[config.mk]
export PLATFORM = sky130hd
export DESIGN_NAME = round_robin_matching_scheduler
export DESIGN_NICKNAME = d
export VERILOG_FILES = /design/src/hdl/rrms_pkg.sv /design/src/hdl/rrms_arbiter.sv /design/src/hdl/rrms_phase.sv /design/src/hdl/round_robin_matching_scheduler.sv
export SDC_FILE = /design/constraint.sdc
export NUM_CORES = 1
export LEC_CHECK = 0
export BUFFER_PORTS_ARGS = -buffer_cell sky130_fd_sc_hd__clkbuf_2
export CORE_MARGIN = 2
export CORE_UTILIZATION = 55
export CTS_CLUSTER_SIZE = 30
export DETAILED_ROUTE_END_ITERATION = 8
export PLACE_DENSITY = 0.87
export SYNTH_ARGS = -nofsm -noshare
export SYNTH_HDL_FRONTEND = slang
export SYNTH_SLANG_ARGS = --single-unit
[constraint.sdc]
create_clock -name clock -period 2.4 [get_ports clock]
set_input_delay 0.12 -clock clock [delete_from_list [all_inputs] [get_ports clock]]
set_output_delay 0.12 -clock clock [all_outputs]
set_load 0.1 [all_outputs]
[src/hdl/rrms_pkg.sv]
// shared constants for the round-robin matching scheduler
// no dependencies; used by the top level and the checker
`default_nettype none

package rrms_pkg;

   // width of one bitmap field on the streams
   localparam int unsigned FIELD_W = 16;
   // request stream data: request_bits
   localparam int unsigned REQ_DATA_W = FIELD_W;
   // result stream data: grant_bits, match_bits
   localparam int unsigned RSP_DATA_W = 2 * FIELD_W;

endpackage

`default_nettype wire

[src/hdl/rrms_arbiter.sv]
// round-robin arbiter lane: first request at or after the pointer
// no dependencies; instantiated by rrms_phase
`default_nettype none

module rrms_arbiter #(
   parameter int unsigned NUM_PORTS = 4
) (
   input  logic [NUM_PORTS-1:0]         req,
   input  logic [$clog2(NUM_PORTS)-1:0] ptr,
   output logic [NUM_PORTS-1:0]         gnt,
   output logic                         found,
   output logic [$clog2(NUM_PORTS)-1:0] next_ptr
);

   localparam int unsigned PTR_W = $clog2(NUM_PORTS);

   // scan the candidates in rotating order from the pointer
   always_comb begin : scan
      logic [PTR_W:0]   sum;
      logic [PTR_W:0]   nxt;
      logic [PTR_W-1:0] idx;
      sum      = '0;
      nxt      = '0;
      idx      = '0;
      found    = 1'b0;
      gnt      = '0;
      next_ptr = ptr;
      for (int n = 0; n < NUM_PORTS; n++) begin
         sum = {1'b0, ptr} + (PTR_W+1)'(n);
         if (sum >= (PTR_W+1)'(NUM_PORTS)) begin
            sum = sum - (PTR_W+1)'(NUM_PORTS);
         end
         idx = sum[PTR_W-1:0];
         if (!found && req[idx]) begin
            found    = 1'b1;
            gnt[idx] = 1'b1;
            nxt      = {1'b0, idx} + (PTR_W+1)'(1);
            // one beyond the last port wraps to zero
            if (nxt >= (PTR_W+1)'(NUM_PORTS)) begin
               next_ptr = '0;
            end else begin
               next_ptr = nxt[PTR_W-1:0];
            end
         end
      end
   end

endmodule

`default_nettype wire

[src/hdl/rrms_phase.sv]
// one matching phase: a row of arbiter lanes with their pointer registers
// depends on rrms_arbiter
`default_nettype none

module rrms_phase #(
   parameter int unsigned NUM_PORTS = 4
) (
   input  logic                             clock,
   input  logic                             reset,
   input  logic                             update,
   input  logic [NUM_PORTS*NUM_PORTS-1:0]   lane_req,
   output logic [NUM_PORTS*NUM_PORTS-1:0]   lane_gnt
);

   localparam int unsigned PTR_W = $clog2(NUM_PORTS);

   logic [PTR_W-1:0] ptr_ff [NUM_PORTS];
   logic [PTR_W-1:0] ptr_in [NUM_PORTS];
   logic             found  [NUM_PORTS];

   for (genvar l = 0; l < NUM_PORTS; l++) begin : g_lane
      rrms_arbiter #(
         .NUM_PORTS (NUM_PORTS)
      ) u_arbiter (
         .req      (lane_req[l*NUM_PORTS +: NUM_PORTS]),
         .ptr      (ptr_ff[l]),
         .gnt      (lane_gnt[l*NUM_PORTS +: NUM_PORTS]),
         .found    (found[l]),
         .next_ptr (ptr_in[l])
      );

      // pointer moves only when its lane picked something
      always_ff @(posedge clock) begin
         if (reset) begin
            ptr_ff[l] <= '0;
         end else if (update && found[l]) begin
            ptr_ff[l] <= ptr_in[l];
         end
      end
   end

endmodule

`default_nettype wire

[src/hdl/round_robin_matching_scheduler.sv]
// round-robin matching scheduler, top level
// depends on rrms_pkg and rrms_phase
//
// usage:
//   req_* carries one request matrix per transaction (bit i*N+j: input i
//   has a cell for output j). rsp_* returns the grant matrix in the low 16
//   bits and the accept matrix in the high 16 bits of tdata.
//   an accepted request is registered in the grant stage, then in the output
//   register that drives rsp_tvalid. the grant phase runs in the first stage
//   with its per-output pointers, the accept phase runs in the second stage
//   with its per-input pointers, so neither pointer loop spans both stages.
//   throughput: one matrix per cycle while rsp_tready stays high.
//   a stalled receiver holds the output register; the grant stage keeps
//   accepting until it is full too, then req_tready drops.
//   reset (synchronous, active high) empties both stages and sets all
//   pointers to zero.
//   request bits above N*N are ignored; with N above 4 only the low 16
//   bits of each matrix reach the result.
`default_nettype none

module round_robin_matching_scheduler #(
   parameter int unsigned NUM_PORTS = 4
) (
   input  logic                            clock,
   input  logic                            reset,
   input  logic                            req_tvalid,
   output logic                            req_tready,
   // request_bits [15:0]
   input  logic [rrms_pkg::REQ_DATA_W-1:0] req_tdata,
   output logic                            rsp_tvalid,
   input  logic                            rsp_tready,
   // grant_bits [15:0], match_bits [31:16]
   output logic [rrms_pkg::RSP_DATA_W-1:0] rsp_tdata
);

   localparam int unsigned MAT_W = NUM_PORTS * NUM_PORTS;
   localparam int unsigned FW    = rrms_pkg::FIELD_W;

   logic [MAT_W+FW-1:0] req_ext;
   logic [MAT_W-1:0]    req_mat;
   logic [MAT_W-1:0]    glane_req;
   logic [MAT_W-1:0]    glane_gnt;
   logic [MAT_W-1:0]    gnt_mat;
   logic [MAT_W-1:0]    acc_mat;
   logic [MAT_W+FW-1:0] gnt_ext;
   logic [MAT_W+FW-1:0] acc_ext;

   logic             s1_valid_ff;
   logic [MAT_W-1:0] s1_gnt_ff;
   logic             out_valid_ff;
   logic [FW-1:0]    out_gnt_ff;
   logic [FW-1:0]    out_acc_ff;

   logic req_fire;
   logic s2_load;

   // handshake and stage advance
   assign s2_load    = s1_valid_ff && (!out_valid_ff || rsp_tready);
   assign req_tready = !s1_valid_ff || s2_load;
   assign req_fire   = req_tvalid && req_tready;

   // zero-extend the request field to the full matrix
   assign req_ext = {{MAT_W{1'b0}}, req_tdata};
   assign req_mat = req_ext[MAT_W-1:0];

   // grant lanes are per output: transpose in and out
   for (genvar i = 0; i < NUM_PORTS; i++) begin : g_row
      for (genvar j = 0; j < NUM_PORTS; j++) begin : g_col
         assign glane_req[j*NUM_PORTS+i] = req_mat[i*NUM_PORTS+j];
         assign gnt_mat[i*NUM_PORTS+j]   = glane_gnt[j*NUM_PORTS+i];
      end
   end

   // grant phase, one lane per output
   rrms_phase #(
      .NUM_PORTS (NUM_PORTS)
   ) u_grant (
      .clock    (clock),
      .reset    (reset),
      .update   (req_fire),
      .lane_req (glane_req),
      .lane_gnt (glane_gnt)
   );

   // accept phase, one lane per input, fed from the grant register
   rrms_phase #(
      .NUM_PORTS (NUM_PORTS)
   ) u_accept (
      .clock    (clock),
      .reset    (reset),
      .update   (s2_load),
      .lane_req (s1_gnt_ff),
      .lane_gnt (acc_mat)
   );

   // trim both matrices to the output field width
   assign gnt_ext = {{FW{1'b0}}, s1_gnt_ff};
   assign acc_ext = {{FW{1'b0}}, acc_mat};

   // stage valid flags
   always_ff @(posedge clock) begin
      if (reset) begin
         s1_valid_ff  <= 1'b0;
         out_valid_ff <= 1'b0;
      end else begin
         if (req_fire) begin
            s1_valid_ff <= 1'b1;
         end else if (s2_load) begin
            s1_valid_ff <= 1'b0;
         end
         if (s2_load) begin
            out_valid_ff <= 1'b1;
         end else if (rsp_tready) begin
            out_valid_ff <= 1'b0;
         end
      end
   end

   // payload registers
   always_ff @(posedge clock) begin
      if (req_fire) begin
         s1_gnt_ff <= gnt_mat;
      end
      if (s2_load) begin
         out_gnt_ff <= gnt_ext[FW-1:0];
         out_acc_ff <= acc_ext[FW-1:0];
      end
   end

   assign rsp_tvalid = out_valid_ff;
   assign rsp_tdata  = {out_acc_ff, out_gnt_ff};

endmodule

`default_nettype wire

==> impl_metrics.env, run 1 <==
export IMPL_status="finished, final reports clean"
export IMPL_r2r_setup_slack_ps=50
export IMPL_swShare_pct=39.57
export IMPL_start_kind="flop"
export IMPL_pwr_share_comb_pct=47.2
export IMPL_postRouteAntennaNets=0
export IMPL_yosysSeqAreaShare_pct=35.14
export IMPL_insertion_delay_ps=350
export IMPL_clkPwrFrac_pct=20.2
export IMPL_detailedPlace_worstSlack_ps=28.06
export IMPL_synth_most_common_cell="edfxtp_1"
export IMPL_final_setup_viol_count=0
export IMPL_cts_max_level=3
export IMPL_maxCapViolCount=0
export IMPL_hold_path_class="in -> reg"
export IMPL_grt_max_degree=33
export IMPL_cts_tree="yes"
export IMPL_critical_path_class="reg -> reg"
export IMPL_hpwl_mm=8.463
export IMPL_min_period_over_period_pct=97.79
export IMPL_gp_congestion=0.9166
export IMPL_yosysWarnings=0
export IMPL_max_clock_path_buffers=2
export IMPL_grt_overflow=0
export IMPL_arrival_ps=2440
export IMPL_route_vias_total=4496
export IMPL_track_usage_pct=22.13
export IMPL_port_buffers=53
export IMPL_layout_min_cycle_time_ps=2347
export IMPL_final_hold_viol_count=0
export IMPL_cts_root_buf="clkbuf_8"
export IMPL_synth_area_um2=5583
export IMPL_routedWlPerCell_um=16.92
export IMPL_slew_violations=0
export IMPL_cts_buffers=9
export IMPL_worstRegToRegCells=7
export IMPL_synth_commonest_cells="edfxtp_1 (64), a22oi_1 (47), ha_1 (47), nor2_1 (41), o21ai_0 (32)"
export IMPL_clkTransAtPathRegs_ps=70
export IMPL_boundaryPins=54
export IMPL_grt_pass1_wl_mm=19.83
export IMPL_maxSlewHeadroom_pct=51.47
export IMPL_avgSynthCellArea_um2=11.21
export IMPL_routed_wirelength_mm=11.89
export IMPL_rr_startpoint="u_accept.ptr_ff[1][1]"
export IMPL_drc_errors=0
export IMPL_tightest_slew_ps=718.5
export IMPL_core_area_um2=9819
export IMPL_synth_nets=565
export IMPL_syn_to_final_growth_pct=15.62
export IMPL_final_util_pct=65.74
export IMPL_drive_above_1_share_pct=30.88
export IMPL_fmax_mhz=426.1
export IMPL_required_ps=2490
export IMPL_antenna_found_initial=0
export IMPL_pwr_density_cell_nw_per_um2=765.0
export IMPL_vias_per_cell=6.395
export IMPL_power_switching_uw=1954
export IMPL_clock_skew_ps=10.46
export IMPL_seqPwrFrac_pct=32.6
export IMPL_synth_seq_cells=66
export IMPL_grt_pass1_vias=4163
export IMPL_yosysTopAreaCellShare_pct=34.42
export IMPL_drtIter0Drc=275
export IMPL_intPower_uw=2984
export IMPL_synth_area_top_cells="edfxtp_1 (34%), mux4_2 (11%), ha_1 (11%)"
export IMPL_p_leak_uw=0.002491
export IMPL_netlist_instances=498
export IMPL_min_from="rsp_tready"
export IMPL_synth_edf_count=64
export IMPL_cp_end_kind="flop"
export IMPL_die_x_um=104.8
export IMPL_rr_endpoint="u_accept.ptr_ff[1][0]"
export IMPL_post_route_worst_setup_slack_ps=53.11
export IMPL_rows=36
export IMPL_start_util_pct=56.86
export IMPL_drt_first_pass_iters=5
export IMPL_ys_flop_type="edfxtp_1"
export IMPL_die_h_um=104.8
export IMPL_hold_path_endpoint="rsp_tvalid"
export IMPL_yosysTopAreaCell="edfxtp_1"
export IMPL_antenna_cells=0
export IMPL_cp_max_fo=11
export IMPL_ys_types=62
export IMPL_vdd_drop_max_mv=0.2938
export IMPL_synthArstFlopShare_pct=0
export IMPL_die_area_um2=10970
export IMPL_cts_sinks=66
export IMPL_rsz0062_at_grt="true"
export IMPL_worstHoldPathCells=4
export IMPL_fin_nets=632
-- power groups by stage --
| stage | clock network [uW] | logic [uW] | registers [uW] |
|---|---|---|---|
| global placement | 0 | 2140 | 1610 |
| CTS | 1010 | 2250 | 1600 |
| detailed placement | 0 | 2230 | 1630 |
| global route | 1050 | 2510 | 1630 |
| finish | 999 | 2330 | 1610 |
| floorplan | 0 | 1550 | 1940 |
-- worst max-delay path, cell delays in order (launching register included) --
cell and delay (ps):
edfxtp_1 350, inv_1 130, ha_4 330, mux4_2 640
nor2_2 190, and3_2 270, a211o_1 120, a21oi_1 60
-- worst max path at each step --
stage / start / endpoint / cells past startpoint
detailed placement: u_accept.ptr_ff[1][1] / u_accept.ptr_ff[1][0] / 7
CTS: u_accept.ptr_ff[1][0] / u_accept.ptr_ff[1][0] / 7
global placement: u_accept.ptr_ff[1][1] / u_accept.ptr_ff[1][0] / 7
floorplan: u_accept.ptr_ff[0][2] / u_accept.ptr_ff[0][2] / 8
global route: u_accept.ptr_ff[0][2] / u_accept.ptr_ff[0][2] / 6
finish: u_accept.ptr_ff[1][1] / u_accept.ptr_ff[1][0] / 7
-- layer usage --
layer,part of all wire (%),wire [um],track usage (%),vias up
li1,-,-,-,2113
met1,42,4983,27.80,2202
met2,50,5943,36.87,156
met3,5.6,661,4.492,25
met4,2.6,304,10.00,0
met5,0,0,0,-
-- layout make-up --
| type | instances | area [um^2] |
|---|---|---|
| multi-input combinational | 377 | 3490 |
| inverter | 25 | 103.9 |
| sequential | 66 | 1966 |
| clock buffer | 10 | 127.6 |
| clock inverter | 6 | 81.33 |
| tap | 133 | 166.4 |
| timing repair buffer | 86 | 520.5 |
| fill | 740 | 3364 |
-- logic make-up after synthesis --
kind of cell | count (synthesis) | share of synthesized area, %
AO/OA/AOI/OAI | 150 | 20.35
XOR/XNOR | 6 | 0.9413
flip-flops | 66 | 35.14
multiplexers | 47 | 14.99
buffers and inverters | 55 | 4.796
AND/OR/NAND/NOR | 127 | 13.25
adder cells (fa/ha/maj) | 47 | 10.53
-- timing repair --
| action | in CTS | in global routing |
|---|---|---|
| hold buffers | 3 | 0 |
| endpoints found under the hold margin | 2 | 0 |
| resized for setup | 0 | 8 |
| setup endpoints to repair | 0 | 16 |
| buffers inserted | 0 | 8 |
-- cell usage in the layout, fill, tap and decap left out, drive strengths merged, types with 13 or more instances in the layout --
master  count
edfxtp     64
clkbuf     63
a22oi      47
ha         47
nor2       41
o21ai      33
buf        30
mux4       28
inv        24
a221o      17
nand2      15
a21oi      13
nor2b      13
-- per-stage QoR --
stage | cell area [um^2] | TNS, ps | hold slack, ps | total power, uW | std cells
floorplan | 5737 | -34.90 | 182.7 | 3486 | 498
global placement | 6128 | 0 | 349.0 | 3749 | 676
detailed placement | 6128 | 0 | 362.6 | 3863 | 676
CTS | 6367 | 0 | 54.24 | 4864 | 695
global route | 6455 | -25.54 | 121.4 | 5191 | 703
finish | 6455 | 0 | 73.18 | 4938 | 703
-- registers in the layout, summed over array words and instances (netlist names) --
register and cells:
out_acc_ff 16, out_gnt_ff 16, s1_gnt_ff 16, u_accept.ptr_ff 8, u_grant.ptr_ff 8, rsp_tvalid 1, s1_valid_ff 1
No activity file was read; power rests on OpenSTA's default activity.
==> run 2, diff against run 1 <==
--- a/config.mk
+++ b/config.mk
@@ -5,12 +5,14 @@
 export SDC_FILE = /design/constraint.sdc
 export NUM_CORES = 1
 export LEC_CHECK = 0
+export ABC_CLOCK_PERIOD_IN_PS = 2400
 export BUFFER_PORTS_ARGS = -buffer_cell sky130_fd_sc_hd__clkbuf_2
 export CORE_MARGIN = 2
 export CORE_UTILIZATION = 55
 export CTS_CLUSTER_SIZE = 30
 export DETAILED_ROUTE_END_ITERATION = 8
 export PLACE_DENSITY = 0.87
+export RECOVER_POWER = 100
 export SYNTH_ARGS = -nofsm -noshare
 export SYNTH_HDL_FRONTEND = slang
 export SYNTH_SLANG_ARGS = --single-unit
==> impl_metrics.env, run 2 (same netlist as run 1, synthesis figures left out) <==
export IMPL_crit_family="multiplexers"
export IMPL_drive_above_1_share_pct=23.68
export IMPL_insertion_delay_ps=350
export IMPL_cts_sinks=66
export IMPL_fin_nets=632
export IMPL_clkPwrFrac_pct=20.3
export IMPL_critical_path_class="reg -> reg"
export IMPL_boundaryPins=54
export IMPL_met2_usage_pct=36.87
export IMPL_layout_min_cycle_time_ps=2344
export IMPL_busiest_layer="met2"
export IMPL_use_met1_pct=27.80
export IMPL_grt_pass1_vias=4163
export IMPL_min_period_over_period_pct=97.65
export IMPL_final_cell_mix="edfxtp_1 (64), a22oi_1 (47), nor2_1 (40)"
export IMPL_antenna_cells=0
export IMPL_syn_to_final_growth_pct=14.16
export IMPL_slowest_delay_ps=640
export IMPL_final_util_pct=64.91
export IMPL_routed_wirelength_mm=11.95
export IMPL_hold_path_class="in -> reg"
export IMPL_tightest_slew_ps=1208
export IMPL_r2r_setup_slack_ps=60
export IMPL_required_ps=2490
export IMPL_drtIter0Drc=281
export IMPL_grt_overflow=0
export IMPL_cts_root_buf="clkbuf_8"
export IMPL_pwr_share_comb_pct=46.9
export IMPL_max_clock_path_buffers=2
export IMPL_worstRegToRegCells=7
export IMPL_swShare_pct=39.53
export IMPL_final_hold_viol_count=0
export IMPL_die_x_um=104.8
export IMPL_port_buffers=53
export IMPL_cts_max_level=3
export IMPL_top_regs="out_acc_ff: 16 flops, out_gnt_ff: 16 flops, s1_gnt_ff: 16 flops"
export IMPL_power_total_uw=4905
export IMPL_fmax_mhz=426.7
export IMPL_grt_max_degree=33
export IMPL_route_vias_total=4509
export IMPL_crit_slowest_cell="mux4_2"
export IMPL_vdd_drop_max_mv=0.2863
export IMPL_hpwl_mm=8.463
export IMPL_vias_per_cell=6.414
export IMPL_clkTransAtPathRegs_ps=70
export IMPL_worstHoldPathCells=4
export IMPL_hold_path_endpoint="rsp_tvalid"
export IMPL_intPower_uw=2966
export IMPL_drc_errors=0
export IMPL_rr_startpoint="u_accept.ptr_ff[1][0]"
export IMPL_p_leak_uw=0.002373
export IMPL_final_common_cell="edfxtp_1"
export IMPL_crit_chain="inv_1, ha_4, mux4_2, nor2_2, and3_2, a211o_1, a21oi_1"
export IMPL_final_setup_viol_count=0
export IMPL_start_util_pct=56.86
export IMPL_cts_buffers=9
export IMPL_status="finished, final reports clean"
export IMPL_path_buf_inv=1
export IMPL_core_area_um2=9819
export IMPL_maxSlewHeadroom_pct=19.82
export IMPL_min_from="rsp_tready"
export IMPL_rr_endpoint="u_accept.ptr_ff[1][0]"
export IMPL_die_h_um=104.8
export IMPL_cts_tree="yes"
export IMPL_gp_congestion=0.9166
export IMPL_slew_violations=0
export IMPL_cp_max_fo=11
export IMPL_rsz0062_at_grt="true"
export IMPL_power_switching_uw=1939
export IMPL_maxCapViolCount=0
export IMPL_start_kind="flop"
export IMPL_use_met3_pct=4.492
export IMPL_die_area_um2=10970
export IMPL_antenna_found_initial=0
export IMPL_routedWlPerCell_um=16.99
export IMPL_cp_end_kind="flop"
export IMPL_seqPwrFrac_pct=32.8
export IMPL_grt_pass1_wl_mm=19.83
export IMPL_pwr_density_cell_nw_per_um2=769.5
export IMPL_postRouteAntennaNets=0
export IMPL_clock_skew_ps=9.117
export IMPL_rows=36
export IMPL_track_usage_pct=22.13
export IMPL_drt_first_pass_iters=5
export IMPL_arrival_ps=2430
[run 2: area by class of cell]
type	count	area (um^2)
multi-input cells	377	3465
fillers	763	3446
flip-flops and latches	66	1962
repair buffers	86	470.5
well taps	133	166.4
clock buffers	10	127.6
inverters	25	101.3
clock inverters	6	81.33
[run 2: metrics by stage]
stage	std cells	instance area [um^2]	TNS (ps)	hold WS [ps]	setup slack (ps)
5_1_grt	703	6374	-25.60	130.1	-10.22
3_3_place_gp	676	6128	0	349.0	154.9
2_1_floorplan	498	5737	-34.90	182.7	-18.48
6_report	703	6374	0	78.05	56.47
3_5_place_dp	676	6128	0	362.6	28.06
4_1_cts	695	6367	0	54.24	15.99
[run 2: worst register-to-register path: stages, from the launching register on]
cell and delay, ps:
edfxtp_1 360, inv_1 120, ha_4 320, mux4_2 640, nor2_2 190, and3_2 270, a211o_1 120, a21oi_1 60
[run 2: power by group through the flow]
stage / registers, uW / clock network, uW / logic (uW)
floorplan: 1940 / 0 / 1550
global placement: 1610 / 0 / 2140
detailed placement: 1630 / 0 / 2230
CTS: 1600 / 1010 / 2250
global route: 1630 / 1050 / 2480
finish: 1610 / 996 / 2300
[run 2: worst max-delay path by stage]
| stage | start | end | slack, ps | depth (start not counted) |
|---|---|---|---|---|
| CTS | u_accept.ptr_ff[1][0] | u_accept.ptr_ff[1][0] | 20 | 7 |
| global placement | u_accept.ptr_ff[1][1] | u_accept.ptr_ff[1][0] | 150 | 7 |
| global route | u_accept.ptr_ff[0][2] | u_accept.ptr_ff[0][2] | -10 | 6 |
| finish | u_accept.ptr_ff[1][0] | u_accept.ptr_ff[1][0] | 60 | 7 |
| detailed placement | u_accept.ptr_ff[1][1] | u_accept.ptr_ff[1][0] | 30 | 7 |
| floorplan | u_accept.ptr_ff[0][2] | u_accept.ptr_ff[0][2] | -20 | 8 |
[run 2: per-layer routing]
metal  share of wire [%]  routed length (um)
met5                   0                   0
met4                 2.6                 309
met3                 4.9                 590
met2                  50                5984
met1                  42                5061
[run 2: timing repair]
item,in CTS,in global routing
buffers inserted,0,8
setup endpoints to repair,0,16
hold buffers,3,0
hold endpoints to repair,2,0
resized for setup,0,8
==> run 3, diff against run 2 <==
--- a/config.mk
+++ b/config.mk
@@ -7,12 +7,14 @@
 export LEC_CHECK = 0
 export ABC_CLOCK_PERIOD_IN_PS = 2400
 export BUFFER_PORTS_ARGS = -buffer_cell sky130_fd_sc_hd__clkbuf_2
-export CORE_MARGIN = 2
+export CORE_ASPECT_RATIO = 0.5
+export CORE_MARGIN = 4
 export CORE_UTILIZATION = 55
 export CTS_CLUSTER_SIZE = 30
 export DETAILED_ROUTE_END_ITERATION = 8
 export PLACE_DENSITY = 0.87
 export RECOVER_POWER = 100
+export SETUP_SLACK_MARGIN = 0.02
 export SYNTH_ARGS = -nofsm -noshare
 export SYNTH_HDL_FRONTEND = slang
 export SYNTH_SLANG_ARGS = --single-unit
==> impl_metrics.env, run 3 (same netlist as run 1, synthesis figures left out) <==
export IMPL_clkTransAtPathRegs_ps=50
export IMPL_dr_wl_met2_mm=5.754
export IMPL_die_h_um=79.24
export IMPL_maxSlewHeadroom_pct=21.94
export IMPL_p_leak_uw=0.002392
export IMPL_final_common_cell="edfxtp_1"
export IMPL_top_layer="met4"
export IMPL_grt_max_degree=33
export IMPL_dp_cells=681
export IMPL_die_area_um2=11920
export IMPL_fmax_mhz=428.7
export IMPL_drc_errors=0
export IMPL_cts_max_level=3
export IMPL_power_total_uw=5065
export IMPL_fill_cells=703
export IMPL_slew_violations=0
export IMPL_placed_cell_area_um2=6156
export IMPL_max_clock_path_buffers=2
export IMPL_routed_wirelength_mm=12.03
export IMPL_holdBufCountCts=0
export IMPL_required_ps=2550
export IMPL_final_cell_mix="edfxtp_1 (64), a22oi_1 (47), nor2_1 (41)"
export IMPL_critical_path_class="reg -> reg"
export IMPL_pwr_density_cell_nw_per_um2=790.8
export IMPL_stdcell_count=703
export IMPL_wl_met3_um=752
export IMPL_status="finished, final reports clean"
export IMPL_antenna_found_initial=0
export IMPL_layout_min_cycle_time_ps=2333
export IMPL_cts_buffers=9
export IMPL_top_regs="out_acc_ff: 16 flops, out_gnt_ff: 16 flops, s1_gnt_ff: 16 flops"
export IMPL_rsz0062_at_grt="true"
export IMPL_grt_overflow=0
export IMPL_vias_per_cell=6.349
export IMPL_holdWs_ps=28.88
export IMPL_start_kind="flop"
export IMPL_gp_congestion=0.8819
export IMPL_grt_pass1_vias=4181
export IMPL_die_x_um=150.5
export IMPL_postRouteAntennaNets=0
export IMPL_rows=25
export IMPL_cts_tree="yes"
export IMPL_fin_nets=630
export IMPL_drtIter0Drc=378
export IMPL_fin_area_um2=6405
export IMPL_drt_first_pass_iters=5
export IMPL_start_util_pct=57.76
export IMPL_boundaryPins=54
export IMPL_cts_sinks=66
export IMPL_core_area_um2=9666
export IMPL_tightest_slew_ps=1176
export IMPL_final_hold_viol_count=0
export IMPL_cp_max_fo=11
export IMPL_cts_root_buf="clkbuf_16"
export IMPL_antenna_cells=0
export IMPL_clock_skew_ps=6.847
export IMPL_worstRegToRegCells=7
export IMPL_final_setup_viol_count=0
export IMPL_route_vias_total=4463
export IMPL_min_period_over_period_pct=97.20
export IMPL_hold_path_class="in -> reg"
export IMPL_hpwl_mm=8.497
export IMPL_grt_pass1_wl_mm=19.75
export IMPL_syn_to_final_growth_pct=14.72
export IMPL_maxCapViolCount=0
export IMPL_vdd_drop_max_mv=0.4095
export IMPL_worstHoldPathCells=3
export IMPL_drive_above_1_share_pct=23.59
export IMPL_arrival_ps=2480
export IMPL_wl_met1_mm=5.267
export IMPL_fin_setup_tns_ps=0
export IMPL_cp_end_kind="flop"
export IMPL_port_buffers=53
export IMPL_track_usage_pct=20.47
export IMPL_routedWlPerCell_um=17.11
export IMPL_insertion_delay_ps=340
## run 3: path summary, 6_finish.rpt
check	startpoint	endpoint	slack [ps]
worst min register to register	s1_valid_ff	rsp_tvalid	520
worst max register to register	u_grant.ptr_ff[2][0]	s1_gnt_ff[6]	70
worst max-delay path	u_grant.ptr_ff[2][0]	s1_gnt_ff[6]	70
worst min-delay path	req_tvalid	s1_valid_ff	30
## run 3: power by group
group | switching, uW | internal [uW]
Combinational | 1380 | 930
Sequential | 140 | 1470
Clock | 461 | 684
Total | 1980 | 3080
## run 3: repair_timing
item | in CTS | in global routing
endpoints found under the setup margin | 0 | 13
resized for setup | 0 | 5
setup buffers | 0 | 6
## run 3: critical path: stages, from the launching register on
cell	delay (ps)
edfxtp_1	340
inv_1	100
ha_4	300
mux4_2	650
nor4b_4	380
buf_4	190
a22oi_1	60
o21ai_0	120
## run 3: per-stage QoR
step	setup slack, ps	utilization (%)
floorplan	-18.48	-
global placement	153.3	63.69
detailed placement	93.95	63.69
CTS	92.75	66.32
global route	5.886	66.27
finish	67.29	66.27
## run 3: routing by layer
layer  track usage, %  vias to the layer above
met4            7.117                        0
met5                0                        -
met1            26.37                     2191
met2            33.72                      133
li1                 -                     2112
met3            5.245                       27
## run 3: layout make-up
cell class	instances	area (um^2)	area share [%]
Multi-Input combinational cell	377	3473	54.23
Sequential cell	66	1962	30.63
Timing Repair Buffer	84	442.9	6.915
Clock buffer	11	232.7	3.634
Tap cell	135	168.9	2.637
Inverter	25	103.9	1.621
Clock inverter	5	21.27	0.3321
